File: src/design/lbc_pkg.sv
`timescale 1ns / 1ps
// ----------------------------------------------------------------------------
// lbc_pkg
// shared types and codes of the lru block cache
// ----------------------------------------------------------------------------
package lbc_pkg;

  typedef enum logic [1:0] {
    KIND_LOOKUP = 2'd0,
    KIND_INSERT = 2'd1,
    KIND_UPDATE = 2'd2,
    KIND_NONE   = 2'd3
  } kind_t;

  typedef enum logic [1:0] {
    ST_OK      = 2'd0,
    ST_MISS    = 2'd1,
    ST_OFF     = 2'd2,
    ST_DUP     = 2'd3
  } status_t;

  localparam logic CFG_ENABLE  = 1'b0;
  localparam logic CFG_ENTRIES = 1'b1;

  localparam int unsigned CFG_W = 7;

endpackage

File: src/design/lbc_scan.sv
`timescale 1ns / 1ps
// ----------------------------------------------------------------------------
// lbc_scan
// shared compare unit: walks the tag table one entry per cycle, comparing the
// registered table read in the cycle after its address, finding the first tag
// match, the first free slot and the least recently used entry
// ----------------------------------------------------------------------------
module lbc_scan import lbc_pkg::*; #(
  parameter int unsigned IW      = 6
) (
  input  logic          clk,
  input  logic          rst_n,
  input  logic          start,
  input  logic [IW:0]   limit,
  input  logic [3:0]    disk,
  input  logic [7:0]    blk,
  output logic [IW-1:0] idx,
  input  logic          ent_valid,
  input  logic [3:0]    ent_disk,
  input  logic [7:0]    ent_blk,
  input  logic [31:0]   ent_time,
  output logic          done,
  output logic          hit,
  output logic [IW-1:0] hit_idx,
  output logic          free,
  output logic [IW-1:0] free_idx,
  output logic [IW-1:0] lru_idx
);

  logic          busy_r;
  logic [IW:0]   cnt_r;
  logic          pend_r;
  logic [IW-1:0] pend_idx_r;
  logic          hit_r, free_r;
  logic [IW-1:0] hit_idx_r, free_idx_r, lru_idx_r;
  logic [31:0]   lru_time_r;
  logic          first_r;

  assign idx      = cnt_r[IW-1:0];
  assign done     = busy_r && (cnt_r == limit) && !pend_r;
  assign hit      = hit_r;
  assign hit_idx  = hit_idx_r;
  assign free     = free_r;
  assign free_idx = free_idx_r;
  assign lru_idx  = lru_idx_r;

  always_ff @(posedge clk) begin
    if (!rst_n) begin
      busy_r <= 1'b0;
      cnt_r  <= '0;
      pend_r <= 1'b0;
      hit_r  <= 1'b0;
      free_r <= 1'b0;
      first_r <= 1'b0;
    end else if (start) begin
      busy_r  <= 1'b1;
      cnt_r   <= '0;
      pend_r  <= 1'b0;
      hit_r   <= 1'b0;
      free_r  <= 1'b0;
      first_r <= 1'b1;
    end else if (busy_r) begin
      // address stage
      if (cnt_r != limit) begin
        cnt_r      <= cnt_r + 1'b1;
        pend_r     <= 1'b1;
        pend_idx_r <= idx;
      end else begin
        pend_r <= 1'b0;
        if (!pend_r) busy_r <= 1'b0;
      end
      // compare stage on the registered entry
      if (pend_r) begin
        first_r <= 1'b0;
        if (!hit_r && ent_valid && ent_disk == disk && ent_blk == blk) begin
          hit_r     <= 1'b1;
          hit_idx_r <= pend_idx_r;
        end
        if (!free_r && !ent_valid) begin
          free_r     <= 1'b1;
          free_idx_r <= pend_idx_r;
        end
        if (first_r || ent_time < lru_time_r) begin
          lru_time_r <= ent_time;
          lru_idx_r  <= pend_idx_r;
        end
      end
    end
  end

endmodule
File: config.mk
export PLATFORM = sky130hd
export DESIGN_NAME = lbc_scan
export DESIGN_NICKNAME = d
export VERILOG_FILES = /design/src/design/lbc_pkg.sv /design/src/design/lbc_scan.sv
export SDC_FILE = /design/constraint.sdc
export NUM_CORES = 1
export LEC_CHECK = 0
export ABC_AREA = 1
export BUFFER_PORTS_ARGS = -buffer_cell sky130_fd_sc_hd__buf_2
export CAP_MARGIN = 0
export CORE_MARGIN = 10
export CORE_UTILIZATION = 40
export DETAILED_ROUTE_END_ITERATION = 6
export PLACE_DENSITY = 0.63
export SLEW_MARGIN = 0
export SYNTH_ARGS = -nofsm -noshare
export SYNTH_HDL_FRONTEND = slang
export SYNTH_SLANG_ARGS = --single-unit
File: constraint.sdc
create_clock -name clk -period 4.3 [get_ports clk]
set_clock_uncertainty 0.05 [all_clocks]
set_input_delay 0.86 -clock clk [delete_from_list [all_inputs] [get_ports clk]]
set_output_delay 0.86 -clock clk [all_outputs]
set_load 0.01 [all_outputs]
==> metrics <==
Data arrival, critical path=1.81 ns; Yosys reg bits=68; chip height=111 um; headroom to the max-slew limit=0.334; Starting Density=0.408; TritonCTS clock tree=built; Synth Net Count=406; PnR worst setup slack=1.58 ns; first-pass GRT wire length=11.8 mm; Mean Syn Cell Area=10.9 sq um; Slew Viols, Final=0; worst min path class=reg -> reg; Power, Total=1280 uW; # diodes=0; flop2flop setup slack=1.87 ns; DRC viols=0; critical path startpoint category=primary input; post-CTS sizing=0; area post-placement=3890 sq um; Gate Count Post-Synth=307; First-pass DRT Iterations=4; fin crit period=2.72 ns; worst-case clock buffer depth=2; Worst VDD drop=0.122 mV; Synth Warn #=0; worst-path maximum fanout=7; post-detailed-route wirelength per cell=14.0 um; Clk Latency, worst-skew pair=0.33 ns; Worst-path clk slew=0.07 ns; Iter 0 DRT Violations=49; Final setup viols=0; worst slack, placed=1.21 ns; grt ovf=0; DP HPWL=5.88 mm; Setup Total Neg Slack=0 ns; total track usage=0.115; post-route ant nets=0; fmax=368 MHz; count of cell types in the netlist=25; Crit. End Element=output port; CTS root buffer=clkbuf_8; slew at the pin closest to its max-slew limit=0.992 ns; DIE WIDTH=111 um; layout cells sized above 1=0.279; # IOs=94; CP Launch Point=limit[2]; die area=12400 sq um; Netlist Area Pre-Place=3340 sq um; pin count of the biggest net entering global routing=35; hold slack=0.432 ns; Sink Count=68; DR vias=2391; Port Buffers=93; row count=33; outcome=complete, no violations; Final period util=0.631; final instance area=4070 sq um; setup bufs post-CTS=0; Required @ worst endpoint=3.39 ns; R2R Path End=lru_time_r[19]; Leak=0.00185 uW; via density per instance=4.65; Max Cap Violations=0; Num CTS Buffers=9; DRT Wirelength=7.21 mm; final hold vios=0; r2r startpoint=lru_time_r[5]; Worst R2R Path Depth=12; Core Region=8180 sq um; nets@finish=503; RSZ-0062 raised after global routing=false; H-Tree Depth=3; P&R area growth vs syn=21.9%; initial antenna violation count=0; vias in the first global route=2566; pwr/cell area=314 nW/um^2; Critical Path End=done; register area share after synthesis=0.576; kind of critical path=in -> out; Post-CTS Hold Buffers=0; gpl congestion=0.796
-- per-layer routing --
| layer | GRT usage | share of wire | vias to the layer above |
|---|---|---|---|
| met5 | 0 | 0 | - |
| met4 | 0.0360 | 0.0071 | 0 |
| met3 | 0.0279 | 0.040 | 7 |
| met2 | 0.211 | 0.53 | 55 |
| met1 | 0.127 | 0.42 | 1106 |
| li1 | - | - | 1223 |
-- cells in the final DEF, fill, tap and decap left out, types with 5 or more instances in the layout --
master,synthesis,layout
clkbuf_8,0,9
o21ai_0,7,7
inv_1,57,57
nand4_1,5,5
dfxtp_1,12,12
a21oi_1,26,25
nand3_1,8,8
xnor2_1,9,9
edfxtp_1,56,56
nor3_1,5,5
buf_2,1,93
xor2_1,7,7
nand2_1,49,49
nor2_1,13,13
ha_1,32,32
-- state kept, by name, summed over array words and instances, names as in the netlist, 6 cells and up --
register	flops
free_idx	6
cnt_r	7
lru_idx	6
hit_idx	6
pend_idx_r	6
lru_time_r	32
-- where the power goes --
part | internal (uW) | total, uW | switching, uW | leakage (uW)
clock network | 211 | 458 | 248 | 0.0000779
registers | 715 | 720 | 5.59 | 0.000597
logic | 47.7 | 100 | 52.7 | 0.00118
total | 973 | 1280 | 306 | 0.00185
-- layout make-up --
class	instances	area [sq um]
multi-input cells	174	1150
well taps	105	131
clock inverters	7	52.6
repair buffers	94	473
clock buffers	9	124
flip-flops and latches	68	1920
fillers	785	4110
inverters	57	214
-- through the flow --
| stage | util | instances |
|---|---|---|
| CTS | 0.498 | 514 |
| detailed placement | 0.476 | 498 |
| global placement | 0.476 | 498 |
| global route | 0.498 | 514 |
| floorplan | - | 307 |
| finish | 0.498 | 514 |
-- synthesized netlist by cell type --
master | count | area share
nand4_4 | 1 | 0.0064
nor3_1 | 5 | 0.0075
nand2_1 | 49 | 0.055
xnor2_1 | 9 | 0.024
ha_1 | 32 | 0.12
nor4_1 | 2 | 0.0037
o211ai_1 | 1 | 0.0022
buf_4 | 6 | 0.013
a211oi_1 | 2 | 0.0045
o21a_1 | 1 | 0.0022
a21oi_1 | 26 | 0.039
nor2_2 | 1 | 0.0019
inv_1 | 57 | 0.064
dfxtp_1 | 12 | 0.072
xor2_1 | 7 | 0.018
o21ai_0 | 7 | 0.010
o22ai_1 | 3 | 0.0056
nand2_4 | 1 | 0.0034
edfxtp_1 | 56 | 0.50
buf_6 | 1 | 0.0034
nor2_1 | 13 | 0.015
buf_2 | 1 | 0.0015
nand3_1 | 8 | 0.012
a31oi_1 | 1 | 0.0019
nand4_1 | 5 | 0.0094
-- worst max-delay path: stages --
cell	delay, ns
buf_2	0.10
xnor2_1	0.12
nand2_1	0.08
nor2_2	0.15
nand4_4	0.16
nor3_1	0.17
buf_2	0.16
-- logic make-up (layout without fill, tap and decap cells) --
| logic type | Yosys count | in the layout | synth area share |
|---|---|---|---|
| adders and majority gates | 32 | 32 | 0.120 |
| buffers and inverters | 65 | 167 | 0.0825 |
| xor gates and xnor gates | 16 | 16 | 0.0420 |
| and+or+nand+nor | 85 | 85 | 0.114 |
| AOI/OAI and AO/OA | 41 | 41 | 0.0660 |
| DFF | 68 | 68 | 0.576 |
-- how the worst min path moves through the flow --
stage / start / slack (ns) / end / depth (start not counted)
floorplan: first_r / 0.39 / first_r / 2
global placement: first_r / 0.41 / first_r / 2
detailed placement: first_r / 0.42 / first_r / 2
CTS: first_r / 0.43 / first_r / 2
global route: pend_idx_r[4] / 0.46 / lru_idx[4] / 0
finish: pend_idx_r[3] / 0.43 / free_idx[3] / 0
Power figures use the tool's default switching activity.
